==> config.mk <==
export PLATFORM = sky130hd
export DESIGN_NAME = rfc_ecs_queue
export DESIGN_NICKNAME = d
export VERILOG_FILES = /design/src/design/rfc_ecs_pkg.sv /design/src/design/rfc_ecs_queue.sv
export SDC_FILE = /design/constraint.sdc
export NUM_CORES = 1
export LEC_CHECK = 0
export BUFFER_PORTS_ARGS = -buffer_cell sky130_fd_sc_hd__buf_4
export CAP_MARGIN = 0
export CORE_ASPECT_RATIO = 1.5
export CORE_UTILIZATION = 53
export CTS_CLUSTER_DIAMETER = 30
export CTS_CLUSTER_SIZE = 14
export DETAILED_ROUTE_END_ITERATION = 8
export PLACE_DENSITY = 0.78
export RECOVER_POWER = 50
export SLEW_MARGIN = 30
export SYNTH_ARGS = -nofsm -noshare
export SYNTH_HDL_FRONTEND = slang
export SYNTH_SLANG_ARGS = --single-unit
==> constraint.sdc <==
create_clock -name clk -period 5 [get_ports clk]
set_input_delay 0.25 -clock clk [delete_from_list [all_inputs] [get_ports clk]]
set_output_delay 0.25 -clock clk [all_outputs]
set_load 0.1 [all_outputs]
==> src/design/rfc_ecs_pkg.sv <==
// ----------------------------------------------------------------------------
// rfc_ecs_pkg: shared types and constants of the equivalence-class store
// Sizes of the stores, command and status codes, front-to-back job record.
// ----------------------------------------------------------------------------
package rfc_ecs_pkg;

  localparam int BUCKETS            = 1024;
  localparam int ENTRIES            = 4096;
  localparam int BITMAP_STORE_WORDS = 16384;
  localparam int MAX_WORDS          = 16;
  localparam int TABLES             = 13;

  localparam int BKT_W  = $clog2(BUCKETS);
  localparam int ENT_W  = $clog2(ENTRIES);
  localparam int EPTR_W = ENT_W + 1;
  localparam int BMI_W  = $clog2(BITMAP_STORE_WORDS);
  localparam int BMC_W  = BMI_W + 1;
  localparam int WRD_W  = $clog2(MAX_WORDS);
  localparam int WCNT_W = WRD_W + 1;

  typedef enum logic [1:0] {
    CMD_WORD    = 2'd0,
    CMD_RESTART = 2'd1,
    CMD_CLEAR   = 2'd2,
    CMD_NONE    = 2'd3
  } cmd_t;

  typedef enum logic [1:0] {
    ST_FOUND = 2'd0,
    ST_ADDED = 2'd1,
    ST_FULL  = 2'd2,
    ST_RSVD  = 2'd3
  } status_t;

  typedef enum logic [1:0] {
    JOB_LOOKUP  = 2'd0,
    JOB_RESTART = 2'd1,
    JOB_CLEAR   = 2'd2,
    JOB_NOP     = 2'd3
  } job_kind_t;

  // One job handed from the front to the back
  typedef struct packed {
    job_kind_t          kind;
    logic [3:0]         table_id;
    logic [63:0]        word;
    logic [WRD_W-1:0]   slot;
    logic               last;
    logic [WCNT_W-1:0]  n;
  } job_t;

  typedef enum logic [3:0] {
    B_IDLE, B_HEAD, B_HEAD_W, B_ENT, B_ENT_W, B_CMP, B_CMP_W, B_DEC,
    B_STORE, B_LINK, B_OUT, B_CLEAR, B_SUM
  } bstate_t;

endpackage

==> src/design/rfc_ecs_queue.sv <==
// ----------------------------------------------------------------------------
// rfc_ecs_queue: job queue
// Two-entry queue that decouples the front end from the back end.
// ----------------------------------------------------------------------------
module rfc_ecs_queue (
  input  logic               clk,
  input  logic               rst,
  input  logic               in_valid,
  output logic               in_ready,
  input  rfc_ecs_pkg::job_t  in_job,
  output logic               out_valid,
  input  logic               out_ready,
  output rfc_ecs_pkg::job_t  out_job
);

  rfc_ecs_pkg::job_t slots [2];
  logic              wptr;
  logic              rptr;
  logic [1:0]        count;
  logic              push;
  logic              pop;

  assign in_ready  = count != 2'd2;
  assign out_valid = count != 2'd0;
  assign out_job   = slots[rptr];
  assign push      = in_valid && in_ready;
  assign pop       = out_valid && out_ready;

  // Store pushed jobs
  always_ff @(posedge clk) begin
    if (push) begin
      slots[wptr] <= in_job;
    end
  end

  // Advance pointers and count
  always_ff @(posedge clk) begin
    if (rst) begin
      wptr  <= 1'b0;
      rptr  <= 1'b0;
      count <= 2'd0;
    end else begin
      if (push) wptr <= ~wptr;
      if (pop) rptr <= ~rptr;
      count <= count + {1'b0, push} - {1'b0, pop};
    end
  end

  assert property (@(posedge clk) disable iff (rst) count <= 2'd2)
    else $error("queue count overflow");
  assert property (@(posedge clk) disable iff (rst)
    (count == 2'd2 && !pop) |=> count == 2'd2)
    else $error("full queue lost a job");
  assert property (@(posedge clk) disable iff (rst)
    (count == 2'd0 && !push) |=> !out_valid)
    else $error("empty queue produced a job");

endmodule

==> results of run 1 <==
[layer usage]
metal  vias to the layer above  global-route usage
li1                       1437                   -
met1                      1497               0.180
met2                       105               0.327
met3                        30              0.0444
met4                         0               0.118
met5                         -                   0
[cell type report]
class	count	area share
clock buffers	23	0.0544
clock inverters	9	0.0128
inverters	1	0.000456
flip-flops and latches	165	0.596
repair buffers	169	0.151
well taps	150	0.0228
multi-input cells	98	0.162
[report_power, final]
part	total [mW]	internal, mW	switching (mW)
Sequential	1.84	1.74	0.0993
Clock	1.20	0.732	0.467
Combinational	2.50	0.652	1.85
[sequential cells by signal, indices dropped and copies added (netlist names), named ones only]
| register | cells |
|---|---|
| wptr | 1 |
| rptr | 1 |
| count | 2 |
| slots | 160 |
[path summary, 6_finish.rpt]
kind,slack [ns],from,endpoint
max reg2reg,2.35,count[0],slots[1][79]
max,2.28,flip-flop,out_job[42]
min,0.04,rst,flip-flop
min reg2reg,0.56,rptr,flip-flop
[critical path, delay by kind of cell, from the launching register on]
kind,cells,cell delay (ns)
multiplexers,1,0.34
buffers and inverters,3,0.94
flip-flops,1,0.75
[logic make-up after synthesis]
logic type | Yosys count | share of synthesized area
xor gates and xnor gates | 3 | 0.00410
and+or+nand+nor | 11 | 0.00879
buffers and inverters | 10 | 0.0273
muxes | 81 | 0.189
AOI/OAI and AO/OA | 1 | 0.00117
adders and majority gates | 2 | 0.00390
DFF | 165 | 0.765
[layout by cell type, fill, tap and decap left out, drive strengths merged]
cell type,instances
bufinv,2
inv,1
nand2,1
xnor2,2
nand2b,1
clkbuf,104
nor2,5
buf,88
xor2,1
and3,1
mux2,81
edfxtp,160
o21a,1
clkinv,7
nor2b,2
dfxtp,5
ha,2
or2,1
[per-stage QoR]
step	hold WS [ns]	power [mW]	utilization	area, um^2	instances
2_1_floorplan	0.322	4.02	-	6410	273
3_3_place_gp	0.434	4.35	0.660	7690	581
3_5_place_dp	0.438	4.39	0.664	7740	583
4_1_cts	0.00120	5.60	0.712	8290	615
5_1_grt	0.0285	5.70	0.706	8230	615
6_report	0.0364	5.54	0.706	8230	615
==> results.toml, run 1 <==
[worst_hold_path]
hold_path_depth = 2
worstHoldPathType = "in -> reg"

[timing]
fin_skew_ns = 0.00795
min_period_over_period = 0.545
worst_slack_ns = 2.28
setup-tns-final_ns = 0
max-slew-margin-rel = -0.233
fmax_ghz = 0.367
grt_setup_unrepaired = "false"
fin_crit_ns = 2.72
drv_slew = 39
worstMarginPinSlew_ns = 1.85
finalHoldViolations = 0
setup-violations-final = 0

[pwr]
p_leak_nw = 3.20
p_per_area_nw_per_um2 = 673
vdd_drop_max_mv = 0.477

[place]
hpwl_um = 7510
gp_congestion = 0.738
preCtsSetupSlack_ns = 2.68
portBuffers = 165

[clocking]
htree_levels = 4
insertion_delay_ns = 0.41
cts_hold_buffers = 0
cts_resized = 0
cts_num_sinks = 165
cts_tree = "done"
cts_buffer_depth = 2
clk_pin_slew_ns = 0.06
post-cts-setup-buffers = 0
cts-root-buf = "clkbuf_16"
numCtsBuffers = 17

[worst_setup_path]
required_ns = 4.75
reg2reg_depth = 3
cp_max_fo = 32
cp.arrival_ns = 2.47
startpoint_type = "flip-flop"
cp_slowest_cell = "dfxtp_4"
crit_top_cell = "buf_4"
end_kind = "output port"
critical-path-max-stage-delay_ns = 0.75
path_cells = "buf_12 -> buf_4 -> mux2_4 -> buf_4"
path_class = "reg -> out"

[drt]
post_drt_wl_per_cell_um = 17.8
first_pass_iters = 4
drtAntennaViolNets = 0
wl_um = 10900
top_layer = "met4"
wl_met1_um = 3770
drc_errors = 0
vias_per_cell = 4.99
met3_length_um = 493
route.vias.total = 3069
wl_met2_um = 6270
drt_iter0_markers = 124

[yosys]
postSynth.asyncResetShare = 0
synthMostInstantiatedCell = "edfxtp_1"
synth_cell_type_count = 17
netlist_area_um2 = 6410
synth_common_cells = "edfxtp_1 (160), mux2_4 (80), buf_12 (8)"
yosys.area.top_type_share = 0.750
syn-num-nets = 359
ys.flop_type = "edfxtp_1"
syn_inst = 273
synthTopCellsByArea = "edfxtp_1 (75%), mux2_4 (19%), buf_12 (2.5%)"
yosys.area.top_type = "edfxtp_1"
synth_edf_count = 160
ys_warn_count = 0
ys_seq_elements = 165
synth-seq-area-share = 0.765
synth.avg_cell_area_um2 = 23.5

[layout]
area_growth_pct = 28.4
seq_area_um2 = 4910
multi_input_area_um2 = 1340
nets = 538
fill_cells = 771
insertedDiodeCount = 0
layout-drive-gt1-share = 0.568

[global_route]
antenna_found_initial = 0
first_global_vias = 3173
grt-ovfl-total = 0
grt_max_degree = 81
grt_pass1_wl_um = 16000
track_usage = 0.179

[outcome]
status = "complete, but fails checks"
violations = "capacitance limit, slew limit"

[floorplan]
die_h_um = 137
fp.dieArea_um2 = 12500
initial_core_util = 0.550
coreArea_um2 = 11700
ioPinCount = 166
rows = 48
die_w_um = 91.8

[job]
maxCapViolCount = 1
Power figures use the tool's default switching activity.
==> run 2, diff against run 1 <==
- clock period: 5 -> 2.7 ns (I/O delays scaled with it)
==> run 2 against run 1 <==
Design area is 10% higher. Non-clock buffer count is 84 higher. Largest power group unchanged. Power is 89% higher. The run now ends clean. Critical endpoint is now out_job[64]. Clock power is 90% higher.
==> results.toml, run 2 (synthesized netlist as in run 1, its figures left out) <==
[outcome]
status = "completed"

[pwr]
p_per_area_nw_per_um2 = 1160
p_leak_nw = 3.53
vdd_drop_max_mv = 0.870

[timing]
min_period_over_period = 0.807
fin_skew_ns = 0.00916
finalHoldViolations = 0
max-slew-margin-rel = 0.222
worstMarginPinSlew_ns = 1.17
fin_crit_ns = 2.18
fmax_ghz = 0.459
grt_setup_unrepaired = "false"
worst_slack_ns = 0.522
setup-tns-final_ns = 0
drv_slew = 0
setup-violations-final = 0

[drt]
drt_iter0_markers = 156
post_drt_wl_per_cell_um = 18.4
vias_per_cell = 4.94
wl_um = 12900
drc_errors = 0
route.vias.total = 3451
first_pass_iters = 4
drtAntennaViolNets = 0

[floorplan]
rows = 48
fp.dieArea_um2 = 12500
die_w_um = 91.8
coreArea_um2 = 11700
initial_core_util = 0.550
die_h_um = 137
ioPinCount = 166

[global_route]
antenna_found_initial = 0
track_usage = 0.212
grt-ovfl-total = 0
grt_max_degree = 75
first_global_vias = 3680
grt_pass1_wl_um = 19000

[worst_setup_path]
r2r_slack_ns = 0.64
reg2reg_depth = 3
cp.arrival_ns = 2.04
r2r-start = "count[0]"
cp_max_fo = 32
startpoint_type = "flip-flop"
r2r-end = "slots[1][64]"
end_kind = "output port"
required_ns = 2.57
path_class = "reg -> out"

[worst_hold_path]
hold_path_depth = 4
min-delay-start = "out_ready"
worstHoldPathType = "in -> reg"
min_to = "rptr"

[layout]
nets = 622
reg.largest.list = "slots (160), count (2)"
largest_register = "slots"
final_util = 0.778
largest_reg_flops = 160
fill_cells = 675
area_growth_pct = 41.4
insertedDiodeCount = 0
layout-drive-gt1-share = 0.481
final_cell_mix = "edfxtp_1 (160), buf_4 (85), dlygate4sd3_1 (81), mux2_4 (80), clkbuf_4 (58)"
layout_commonest_cell = "edfxtp_1"

[clocking]
cts-root-buf = "clkbuf_16"
numCtsBuffers = 17
insertion_delay_ns = 0.42
post-cts-setup-buffers = 0
htree_levels = 4
clk_pin_slew_ns = 0.06
cts_tree = "done"
cts_num_sinks = 165
cts_buffer_depth = 2

[job]
maxCapViolCount = 0

[place]
preCtsSetupSlack_ns = 0.958
gp_congestion = 0.749
hpwl_um = 7670
portBuffers = 165
[run 2: changes by cell type in the layout (fill, tap and decap cells not counted), moves of 2 or more]
cell and delta:
buf_12 +2, clkbuf_1 +3, dlygate4sd3_1 +81, clkinv_2 -2, inv_6 +6, clkinvlp_4 +2, clkbuf_4 -8
[run 2: worst max-delay path, cell delays in order, from the launching register on]
cell and delay, ns:
dfxtp_4 0.78, buf_12 0.27, mux2_4 0.32, buf_4 0.23
[run 2: through the flow]
step / cell area [um^2] / hold slack [ns] / power, mW / cells
floorplan: 6420 / 0.207 / 7.42 / 273
global placement: 7790 / 0.320 / 8.13 / 586
detailed placement: 7790 / 0.323 / 8.18 / 586
CTS: 9170 / 0.152 / 10.6 / 699
global route: 9060 / 0.148 / 10.8 / 699
finish: 9060 / 0.155 / 10.5 / 699
[run 2: worst max-delay path by stage]
stage	end	start	depth (start not counted)
after floorplan	slots[0][0]	count[0]	3
after global placement	out_job[62]	flip-flop	3
after detailed placement	out_job[67]	flip-flop	3
after CTS	out_job[26]	flip-flop	3
after global routing	out_job[26]	flip-flop	3
final	out_job[64]	flip-flop	3
[run 2: area by class of cell]
type	count	area, um^2	share of cell area
Sequential cell	165	4910	0.542
Timing Repair Buffer	253	2060	0.227
Multi-Input combinational cell	98	1330	0.147
Clock buffer	17	425	0.0469
Tap cell	150	188	0.0207
Clock inverter	15	144	0.0159
Inverter	1	3.75	0.000414
[run 2: routing by layer]
| layer | global-route usage | routed length [um] | vias up |
|---|---|---|---|
| met5 | 0 | 0 | - |
| met4 | 0.0911 | 301 | 0 |
| met3 | 0.0494 | 672 | 20 |
| met2 | 0.415 | 7550 | 122 |
| met1 | 0.210 | 4340 | 1709 |
| li1 | - | - | 1600 |
[run 2: where the power goes]
part           switching (mW)  internal [mW]
sequential              0.199           3.22
combinational            3.47           1.31
clock                   0.988           1.29
total                    4.66           5.82
[run 2: what timing repair did]
item                                   CTS  global route
endpoints found under the hold margin  164             0
gates resized for setup                  0             0
hold buffers                            81             0
