`config.mk`:
```
export PLATFORM = sky130hd
export DESIGN_NAME = rfc_ecs_front
export DESIGN_NICKNAME = d
export VERILOG_FILES = /design/src/design/rfc_ecs_pkg.sv /design/src/design/rfc_ecs_front.sv
export SDC_FILE = /design/constraint.sdc
export NUM_CORES = 1
export LEC_CHECK = 0
export BUFFER_PORTS_ARGS = -buffer_cell sky130_fd_sc_hd__buf_2
export CAP_MARGIN = 20
export CORE_UTILIZATION = 25
export CTS_CLUSTER_DIAMETER = 120
export CTS_CLUSTER_SIZE = 14
export DETAILED_ROUTE_END_ITERATION = 12
export HOLD_SLACK_MARGIN = 0.03
export PLACE_DENSITY_LB_ADDON = 0.15
export SLEW_MARGIN = 30
export SYNTH_ARGS = -nofsm -noshare
export SYNTH_HDL_FRONTEND = slang
export SYNTH_SLANG_ARGS = --single-unit
```
`constraint.sdc`:
```
create_clock -name clk -period 2.2 [get_ports clk]
set_clock_uncertainty 0.05 [all_clocks]
set_input_delay 0.55 -clock clk [delete_from_list [all_inputs] [get_ports clk]]
set_output_delay 0.55 -clock clk [all_outputs]
set_load 0.01 [all_outputs]
```
`src/design/rfc_ecs_pkg.sv`:
```
// ----------------------------------------------------------------------------
// rfc_ecs_pkg: shared types and constants of the equivalence-class store
// Sizes of the stores, command and status codes, front-to-back job record.
// ----------------------------------------------------------------------------
package rfc_ecs_pkg;

  localparam int BUCKETS            = 1024;
  localparam int ENTRIES            = 4096;
  localparam int BITMAP_STORE_WORDS = 16384;
  localparam int MAX_WORDS          = 16;
  localparam int TABLES             = 13;

  localparam int BKT_W  = $clog2(BUCKETS);
  localparam int ENT_W  = $clog2(ENTRIES);
  localparam int EPTR_W = ENT_W + 1;
  localparam int BMI_W  = $clog2(BITMAP_STORE_WORDS);
  localparam int BMC_W  = BMI_W + 1;
  localparam int WRD_W  = $clog2(MAX_WORDS);
  localparam int WCNT_W = WRD_W + 1;

  typedef enum logic [1:0] {
    CMD_WORD    = 2'd0,
    CMD_RESTART = 2'd1,
    CMD_CLEAR   = 2'd2,
    CMD_NONE    = 2'd3
  } cmd_t;

  typedef enum logic [1:0] {
    ST_FOUND = 2'd0,
    ST_ADDED = 2'd1,
    ST_FULL  = 2'd2,
    ST_RSVD  = 2'd3
  } status_t;

  typedef enum logic [1:0] {
    JOB_LOOKUP  = 2'd0,
    JOB_RESTART = 2'd1,
    JOB_CLEAR   = 2'd2,
    JOB_NOP     = 2'd3
  } job_kind_t;

  // One job handed from the front to the back
  typedef struct packed {
    job_kind_t          kind;
    logic [3:0]         table_id;
    logic [63:0]        word;
    logic [WRD_W-1:0]   slot;
    logic               last;
    logic [WCNT_W-1:0]  n;
  } job_t;

  typedef enum logic [3:0] {
    B_IDLE, B_HEAD, B_HEAD_W, B_ENT, B_ENT_W, B_CMP, B_CMP_W, B_DEC,
    B_STORE, B_LINK, B_OUT, B_CLEAR, B_SUM
  } bstate_t;

endpackage

```
`src/design/rfc_ecs_front.sv`:
```
// ----------------------------------------------------------------------------
// rfc_ecs_front: input front end
// Accepts items, tracks the bitmap word position and emits one job per item.
// ----------------------------------------------------------------------------
module rfc_ecs_front (
  input  logic                     clk,
  input  logic                     rst,
  input  logic [4:0]               words_in_use,
  input  logic                     valid,
  output logic                     ready,
  input  logic [1:0]               command,
  input  logic [63:0]              bitmap_word,
  input  logic [3:0]               table_id,
  output logic                     job_valid,
  input  logic                     job_ready,
  output rfc_ecs_pkg::job_t        job
);

  logic [rfc_ecs_pkg::WCNT_W-1:0] word_count;
  logic [rfc_ecs_pkg::WCNT_W-1:0] n_eff;
  logic [rfc_ecs_pkg::WCNT_W-1:0] pos;
  logic                           take;

  // Clamp the configured word count
  always_comb begin
    if (words_in_use == 5'd0) begin
      n_eff = rfc_ecs_pkg::WCNT_W'(1);
    end else if (32'(words_in_use) > rfc_ecs_pkg::MAX_WORDS) begin
      n_eff = rfc_ecs_pkg::WCNT_W'(rfc_ecs_pkg::MAX_WORDS);
    end else begin
      n_eff = rfc_ecs_pkg::WCNT_W'(words_in_use);
    end
    pos = (32'(word_count) >= rfc_ecs_pkg::MAX_WORDS) ? '0 : word_count;
  end

  assign ready = job_ready;
  assign job_valid = valid;
  assign take = valid && ready;

  // Classify the item into a job
  always_comb begin
    job.table_id = table_id;
    job.word     = bitmap_word;
    job.slot     = pos[rfc_ecs_pkg::WRD_W-1:0];
    job.n        = n_eff;
    job.last     = (pos + 1'b1) >= n_eff;
    unique case (rfc_ecs_pkg::cmd_t'(command))
      rfc_ecs_pkg::CMD_WORD:    job.kind = rfc_ecs_pkg::JOB_LOOKUP;
      rfc_ecs_pkg::CMD_RESTART: job.kind = rfc_ecs_pkg::JOB_RESTART;
      rfc_ecs_pkg::CMD_CLEAR:   job.kind = rfc_ecs_pkg::JOB_CLEAR;
      default:                  job.kind = rfc_ecs_pkg::JOB_NOP;
    endcase
  end

  // Advance the word position
  always_ff @(posedge clk) begin
    if (rst) begin
      word_count <= '0;
    end else if (take) begin
      if (command == rfc_ecs_pkg::CMD_CLEAR) begin
        word_count <= '0;
      end else if (command == rfc_ecs_pkg::CMD_WORD) begin
        word_count <= job.last ? '0 : pos + 1'b1;
      end
    end
  end

endmodule

```
==> impl_metrics.env, run 1 <==
export IMPL_grt_max_degree=6
export IMPL_busiest_layer="met2"
export IMPL_wirelength_um=2250
export IMPL_via_count=605
export IMPL_ys_seq_elements=5
export IMPL_fmax_ghz=0.401
export IMPL_netlist_area_um2=942
export IMPL_crit_path_end_kind="primary output"
export IMPL_path_cells="nor2b_4, ha_4, xor2_2, ha_1, a21oi_2, o21ai_2, or2_4, buf_6"
export IMPL_synth_top_cell_area_share_pct=55.8
export IMPL_maxSlewViolCount=0
export IMPL_yosys_area_top_type="buf_4"
export IMPL_ant_nets=0
export IMPL_layout_commonest_cell="buf_2"
export IMPL_grt_pass1_vias=629
export IMPL_min_period_over_period_pct=113
export IMPL_synth_top_cells_by_area="buf_4 (56%), dfxtp_1 (11%), ha_1 (8.0%)"
export IMPL_hp_start="word_count[0]"
export IMPL_htreeDepth=1
export IMPL_fillers=395
export IMPL_grt_pass1_wl_um=3330
export IMPL_power_total_mw=0.333
export IMPL_dpl_cell_count=135
export IMPL_largest_reg_flops=5
export IMPL_layout_cells_most_common_list="buf_2 (23), buf_4 (21), inv_1 (5), nand2_1 (5), ha_1 (4)"
export IMPL_dieArea_um2=4020
export IMPL_dieHeight_um=63.4
export IMPL_place_ws_ns=-0.191
export IMPL_antennaDiodeCount=0
export IMPL_slew_headroom_pct=74.3
export IMPL_fin_crit_ns=2.50
export IMPL_min_path_type="reg2reg"
export IMPL_cts_root_buf="clkbuf_8"
export IMPL_synth_edff_count=0
export IMPL_avgSynthCellArea_um2=7.66
export IMPL_use_met3_pct=8.15
export IMPL_remaining_drc_errors=0
export IMPL_holdPathStages=2
export IMPL_largest_register="word_count"
export IMPL_cp_slowest_cell="ha_1"
export IMPL_timing_rr_start="word_count[0]"
export IMPL_critPathRequiredTime_ns=1.60
export IMPL_async_reset_ff_share_pct=0
export IMPL_area_growth_pct=-7.57
export IMPL_synth_ff_type="dfxtp_1"
export IMPL_violations="setup timing"
export IMPL_die_x_um=63.4
export IMPL_insertion_delay_ns=0.22
export IMPL_cts_sinks=5
export IMPL_arrival_ns=1.90
export IMPL_rsz0062_at_grt="true"
export IMPL_post_dp_hpwl_um=1980
export IMPL_port_buffers=24
export IMPL_start_util_pct=27.2
export IMPL_crit_type="reg2out"
export IMPL_use_met2_pct=19.1
export IMPL_drt_iter0_drc=16
export IMPL_power_density_nw_per_um2=383
export IMPL_crit_fanout=2
export IMPL_core_area_um2=3470
export IMPL_ioPinCount=161
export IMPL_r2r_slack_ns=0.14
export IMPL_yosysSeqAreaShare_pct=10.6
export IMPL_routabilityCongestion=0.693
export IMPL_yosysUniqueCellTypes=24
export IMPL_vias_per_cell=4.17
export IMPL_reg2reg_depth=10
export IMPL_setup_violations=1
export IMPL_slowest_delay_ns=0.34
export IMPL_instances_no_fill=145
export IMPL_routedWlPerCell_um=15.5
export IMPL_maxCapViolCount=0
export IMPL_syn_nets=208
export IMPL_grtUsageTotal_pct=11.1
export IMPL_top_regs="word_count: 5 flops"
export IMPL_p_leak_nw=0.462
export IMPL_status="finished with violations"
export IMPL_grt_antenna_before_repair=0
export IMPL_nets=185
export IMPL_setup_ws_ns=-0.296
export IMPL_met1_usage_pct=7.60
export IMPL_worst_setup_path_start_kind="flip-flop"
export IMPL_cts_tree="done"
export IMPL_clock_path_buffers=2
export IMPL_syn_instance_count=123
export IMPL_r2r_end="word_count[0]"
export IMPL_hold_violations=0
export IMPL_clkTransAtPathRegs_ns=0.04
export IMPL_vdd_drop_max_mv=0.117
export IMPL_worstMarginPinSlew_ns=0.383
export IMPL_drt_pass1_iter_count=3
export IMPL_fp_row_count=21
export IMPL_overflow=0
export IMPL_hold_end="word_count[0]"
export IMPL_layout_drive_gt1_share_pct=65.7
export IMPL_yosysWarnings=0
export IMPL_cts_buffers=3
kinds of logic (layout without fill, tap and decap cells):
group	after synthesis	count (layout)	share of synthesized area, %
adder cells (fa/ha/maj)	6	6	7.97
buffers and inverters	78	54	59.6
XOR/XNOR	2	2	1.86
flip-flops	5	5	10.6
AO/OA/AOI/OAI	9	9	6.64
AND/OR/NAND/NOR	23	23	13.3
worst max-delay path: cells and delay by family, from the launching register on:
kind	cells	cell delay, ns
AO/OA/AOI/OAI	2	0.21
XOR/XNOR	1	0.17
adder cells (fa/ha/maj)	2	0.50
buffers and inverters	1	0.12
flip-flops	1	0.30
AND/OR/NAND/NOR	2	0.36
cells in the mapped netlist (all sizes together), types with 2 or more instances:
cell type  count
a22o           3
buf           70
ha             6
dfxtp          5
nor3           2
xor2           2
nand2          5
nor2b          4
a21oi          3
clkbuf         2
inv            5
nor2           5
through the flow:
stage	hold WS [ns]	util (%)	cell area, um^2	TNS (ns)
4_1_cts	0.501	24.2	838	-0.321
3_3_place_gp	0.500	20.9	726	-0.163
6_report	0.502	25.1	871	-0.296
5_1_grt	0.526	25.1	871	-0.355
3_5_place_dp	0.490	20.9	726	-0.191
2_1_floorplan	0.397	-	978	0
power breakdown:
group	switching (mW)	internal (mW)
Sequential	0.000302	0.0906
Combinational	0.0350	0.0388
Clock	0.0443	0.124
timing repair:
action                                  in CTS  in global routing
gates cloned                                 0                  0
resized for setup                            8                  3
hold buffers                                 0                  0
endpoints found under the setup margin       1                  1
buffers inserted                             3                  3
pin swaps                                    4                  4
hold endpoints to repair                     0                  0
cell type report:
cell class / instances / area [um^2] / share of cell area [%]
well taps: 46 / 57.6 / 6.61
flip-flops and latches: 5 / 105 / 12.1
inverters: 5 / 18.8 / 2.16
clock buffers: 4 / 45.0 / 5.17
repair buffers: 45 / 284 / 32.6
multi-input cells: 40 / 360 / 41.4
how the worst max path moves through the flow:
stage	startpoint	end	cells past startpoint
global placement	words_in_use[1]	job[5]	9
floorplan	word_count[0]	job[5]	7
finish	word_count[0]	job[5]	8
CTS	word_count[4]	job[5]	8
global route	word_count[4]	job[5]	8
detailed placement	words_in_use[4]	job[5]	8
layer usage:
metal	wire, um	up-vias
met1	569	264
met5	0	-
met3	379	14
met2	1200	55
met4	91	0
li1	-	272
Power figures use the tool's default switching activity.
==> inputs of run 2 (changes only) <==
CORE_AREA = 2 2 63 65   (was not set)
CORE_UTILIZATION = not set   (was 25)
DIE_AREA = 0 0 65 67   (was not set)
clock period = 3.2 ns   (was 2.2 ns; I/O delays follow)
==> impl_metrics.env, run 2 (same netlist as run 1, synthesis figures left out) <==
export IMPL_status="finished clean"
export IMPL_vdd_drop_max_mv=0.176
export IMPL_nets=165
export IMPL_slowest_delay_ns=0.32
export IMPL_setup_ws_ns=0.164
export IMPL_cp_slowest_cell="or2_2"
export IMPL_cts_sinks=5
export IMPL_dieHeight_um=67
export IMPL_port_buffers=24
export IMPL_drt_pass1_iter_count=2
export IMPL_slew_headroom_pct=78.2
export IMPL_dieArea_um2=4360
export IMPL_crit_type="in2out"
export IMPL_maxCapViolCount=0
export IMPL_tns_ns=0
export IMPL_grt_max_degree=7
export IMPL_remaining_drc_errors=0
export IMPL_grtUsageTotal_pct=8.32
export IMPL_maxSlewViolCount=0
export IMPL_grt_pass1_wl_um=2700
export IMPL_rsz0062_at_grt="false"
export IMPL_layout_drive_gt1_share_pct=40.5
export IMPL_cts_resized=0
export IMPL_register_area_um2=101
export IMPL_top_regs="word_count: 5 flops"
export IMPL_via_count=526
export IMPL_cts_buffers=3
export IMPL_p_leak_nw=0.364
export IMPL_p_int_mw=0.164
export IMPL_grt_antenna_before_repair=0
export IMPL_fp_row_count=22
export IMPL_hold_violations=0
export IMPL_clock_path_buffers=2
export IMPL_post_dp_hpwl_um=1600
export IMPL_antennaDiodeCount=0
export IMPL_worstMarginPinSlew_ns=0.326
export IMPL_cts_root_buf="clkbuf_8"
export IMPL_min_period_over_period_pct=94.9
export IMPL_pwr_share_seq_pct=29.7
export IMPL_power_density_nw_per_um2=338
export IMPL_path_cells="buf_2, nor3_1, nor2_1, nor2_1, ha_1, inv_1, a21oi_1, or2_2, buf_2"
export IMPL_worst_setup_path_start_kind="input pin"
export IMPL_multi_input_area_um2=280
export IMPL_layout_cells_most_common_list="buf_2 (24), ha_1 (6), inv_1 (5), nand2_1 (5), nor2_1 (5)"
export IMPL_largest_register="word_count"
export IMPL_p_switching_mw=0.0498
export IMPL_critPathRequiredTime_ns=2.35
export IMPL_cts_tree="done"
export IMPL_crit_path_end_kind="primary output"
export IMPL_start_util_pct=26.1
export IMPL_ctsHoldBuffers=0
export IMPL_ioPinCount=161
export IMPL_place_area_um2=587
export IMPL_insertion_delay_ns=0.22
export IMPL_p_sw_share_pct=23.3
export IMPL_vias_per_cell=4.14
export IMPL_drt_iter0_drc=8
export IMPL_crit_fanout=3
export IMPL_htreeDepth=1
export IMPL_largest_reg_flops=5
export IMPL_area_growth_pct=-32.8
export IMPL_place_ws_ns=0.120
export IMPL_ant_nets=0
export IMPL_r2r_slack_ns=1.14
export IMPL_postCtsSetupRepairBufs=0
export IMPL_fillers=418
export IMPL_path_buf_inv=3
export IMPL_crit_family="simple AND/OR/NAND/NOR gates"
export IMPL_routabilityCongestion=0.667
export IMPL_grt_pass1_vias=576
export IMPL_routedWlPerCell_um=14.2
export IMPL_finalInstanceArea_um2=633
export IMPL_die_x_um=65
export IMPL_setup_violations=0
export IMPL_overflow=0
export IMPL_share_comb_of_total_power_pct=17.0
export IMPL_core_area_um2=3610
export IMPL_wirelength_um=1800
export IMPL_min_path_type="reg2reg"
export IMPL_fmax_ghz=0.329
export IMPL_clockPowerShare_pct=53.3
export IMPL_arrival_ns=2.19
export IMPL_layout_commonest_cell="buf_2"
export IMPL_fin_crit_ns=3.04
export IMPL_clkTransAtPathRegs_ns=0.03
==> run 2: cell types whose count changed in the layout (fill, tap and decap cells not counted), sizes merged <==
cell,delta
buf,-20
==> run 2: worst paths after layout <==
kind              cells after the start             to       startpoint
setup reg to reg                      8  word_count[2]    word_count[0]
hold / removal                        1  word_count[0]    word_count[0]
setup / recovery                      9         job[5]  words_in_use[1]
hold reg to reg                       1  word_count[0]    word_count[0]
==> run 2: through the flow <==
step           hold slack [ns]  std cells  power, mW  util (%)
2_1_floorplan            0.391        123      0.173         -
4_1_cts                  0.447        127      0.219      17.5
5_1_grt                  0.471        127      0.226      17.6
3_5_place_dp             0.439        123      0.102      16.3
6_report                 0.437        127      0.214      17.6
3_3_place_gp             0.425        123      0.102      16.3
==> run 2: final cells by class <==
| cell class | instances | share of cell area (%) |
|---|---|---|
| Clock buffer | 4 | 7.11 |
| Inverter | 5 | 2.96 |
| Multi-Input combinational cell | 40 | 44.3 |
| Sequential cell | 5 | 16.0 |
| Tap cell | 48 | 9.49 |
| Timing Repair Buffer | 25 | 20.2 |
==> run 2: worst register-to-register path: stages, from the launching register on <==
cell,delay [ns]
dfxtp_1,0.34
nor2b_1,0.18
ha_1,0.20
xor2_1,0.24
ha_1,0.29
a21oi_1,0.13
o21ai_1,0.11
or2_2,0.31
o2bb2ai_1,0.13
==> run 2: power by group through the flow <==
stage,clock network [mW],registers [mW],logic [mW]
floorplan,0,0.0643,0.109
global placement,0,0.0644,0.0372
detailed placement,0,0.0644,0.0373
CTS,0.118,0.0635,0.0374
global route,0.120,0.0635,0.0416
finish,0.114,0.0635,0.0364
==> run 2: per-layer routing <==
layer	routed length (um)	vias to the layer above	GRT usage, %
met5	0	-	0
li1	-	240	-
met2	758	61	11.5
met1	595	204	7.44
met3	300	21	4.73
met4	147	0	11.4
==> inputs of run 3 (changes only) <==
CORE_AREA = not set   (was 2 2 63 65)
CORE_UTILIZATION = 25   (was not set)
DIE_AREA = not set   (was 0 0 65 67)
clock period = 2.5 ns   (was 3.2 ns; I/O delays follow)
==> impl_metrics.env, run 3 (same netlist as run 1, synthesis figures left out) <==
export IMPL_status="finished with violations"
export IMPL_violations="setup timing"
export IMPL_path_depth=8
export IMPL_place_area_um2=707
export IMPL_vdd_drop_max_mv=0.132
export IMPL_crit_fanout=4
export IMPL_crit_type="reg2out"
export IMPL_r2r_slack_ns=0.21
export IMPL_dieArea_um2=4020
export IMPL_r2r_end="word_count[4]"
export IMPL_grt_pass1_vias=642
export IMPL_clkTransAtPathRegs_ns=0.04
export IMPL_fmax_ghz=0.386
export IMPL_routabilityCongestion=0.773
export IMPL_cp_slowest_cell="dfxtp_4"
export IMPL_cp_startpoint="word_count[4]"
export IMPL_worstMarginPinSlew_ns=0.395
export IMPL_worst_setup_path_start_kind="flip-flop"
export IMPL_drt_pass1_iter_count=3
export IMPL_slew_headroom_pct=73.6
export IMPL_min_path_type="reg2reg"
export IMPL_antennaDiodeCount=0
export IMPL_post_dp_hpwl_um=1400
export IMPL_fp_row_count=21
export IMPL_path_buf_inv=1
export IMPL_crit_path_end_kind="primary output"
export IMPL_largest_register="word_count"
export IMPL_overflow=0
export IMPL_critPathRequiredTime_ns=1.82
export IMPL_maxSlewViolCount=0
export IMPL_slowest_delay_ns=0.36
export IMPL_power_density_nw_per_um2=331
export IMPL_layout_cells_most_common_list="buf_2 (23), buf_4 (21), inv_1 (5), nand2_1 (5), nor2_1 (5)"
export IMPL_maxCapViolCount=0
export IMPL_grt_max_degree=6
export IMPL_core_area_um2=3470
export IMPL_path_cells="nor2b_4, ha_4, xor2_2, ha_1, a21oi_2, o21ai_2, or2_4, buf_6"
export IMPL_die_x_um=63.4
export IMPL_finalInstanceArea_um2=892
export IMPL_ioPinCount=161
export IMPL_cts_sinks=5
export IMPL_top_regs="word_count: 5 flops"
export IMPL_area_growth_pct=-5.31
export IMPL_rsz0062_at_grt="true"
export IMPL_nets=186
export IMPL_insertion_delay_ns=0.22
export IMPL_grtUsageTotal_pct=9.32
export IMPL_setup_violations=1
export IMPL_via_count=595
export IMPL_dieHeight_um=63.4
export IMPL_grt_pass1_wl_um=2930
export IMPL_clock_path_buffers=2
export IMPL_layout_drive_gt1_share_pct=65.0
export IMPL_multi_input_area_um2=370
export IMPL_tns_ns=-0.0922
export IMPL_remaining_drc_errors=0
export IMPL_final_core_util_pct=25.7
export IMPL_fillers=396
export IMPL_htreeDepth=1
export IMPL_timing_rr_start="word_count[4]"
export IMPL_cts_buffers=3
export IMPL_cts_root_buf="clkbuf_8"
export IMPL_min_period_over_period_pct=104
export IMPL_register_area_um2=105
export IMPL_layout_commonest_cell="buf_2"
export IMPL_drt_iter0_drc=9
export IMPL_p_leak_nw=0.469
export IMPL_cts_tree="done"
export IMPL_start_util_pct=27.2
export IMPL_routedWlPerCell_um=12.3
export IMPL_crit_family="adder cells"
export IMPL_cp_endpoint="job[5]"
export IMPL_reg2reg_depth=12
export IMPL_hold_violations=0
export IMPL_grt_antenna_before_repair=0
export IMPL_largest_reg_flops=5
export IMPL_ctsHoldBuffers=0
export IMPL_wirelength_um=1800
export IMPL_arrival_ns=1.92
export IMPL_vias_per_cell=4.08
export IMPL_setup_ws_ns=-0.0922
export IMPL_port_buffers=24
export IMPL_ant_nets=0
export IMPL_fin_crit_ns=2.59
-- run 3: cell types whose count changed in the layout (fill, tap and decap cells not counted), sizes merged --
| cell | delta |
|---|---|
| buf | +21 |
-- run 3: final cells by class --
type / instances / area share [%]
clock buffer: 4 / 5.05
inverter: 5 / 2.10
multi-input combinational: 40 / 41.5
sequential: 5 / 11.8
tap: 46 / 6.45
timing repair buffer: 46 / 33.1
-- run 3: tightest hold or removal path, stage by stage, from the launching register on --
cell	delay, ns
dfxtp_2	0.32
buf_4	0.10
a21o_1	0.09
-- run 3: per-layer routing --
| layer | global-route usage (%) | vias up | part of all wire [%] |
|---|---|---|---|
| met5 | 0 | - | 0 |
| met4 | 7.39 | 0 | 5.3 |
| met1 | 7.37 | 260 | 27 |
| met2 | 16.9 | 37 | 56 |
| met3 | 4.71 | 24 | 12 |
| li1 | - | 274 | - |
-- run 3: how the worst min path moves through the flow --
| stage | startpoint | endpoint | depth (start not counted) |
|---|---|---|---|
| after floorplan | word_count[0] | word_count[0] | 1 |
| after global placement | word_count[0] | word_count[0] | 2 |
| after detailed placement | word_count[0] | word_count[0] | 2 |
| after CTS | word_count[2] | word_count[2] | 2 |
| after global routing | word_count[0] | word_count[0] | 2 |
| final | word_count[0] | word_count[0] | 2 |
-- run 3: where the power goes --
part	leakage, nW	switching (mW)	internal, mW	total [mW]
clock network	0.0228	0.0394	0.109	0.149
registers	0.0416	0.000290	0.0798	0.0801
logic	0.405	0.0314	0.0354	0.0667
total	0.469	0.0711	0.225	0.296
-- run 3: timing repair --
action / 4_1_cts / 5_1_grt
hold endpoints to repair: 0 / 0
gates resized for setup: 18 / 6
endpoints found under the setup margin: 1 / 5
pin swaps: 6 / 8
buffers inserted: 7 / 0
-- run 3: stage by stage --
step | total power, mW | setup WS [ns] | hold WS (ns) | cells
after global placement | 0.141 | -0.127 | 0.482 | 137
after global routing | 0.318 | -0.193 | 0.532 | 146
final | 0.296 | -0.0922 | 0.491 | 146
after floorplan | 0.222 | 0.0218 | 0.390 | 123
after CTS | 0.298 | -0.148 | 0.502 | 148
after detailed placement | 0.141 | -0.105 | 0.481 | 137
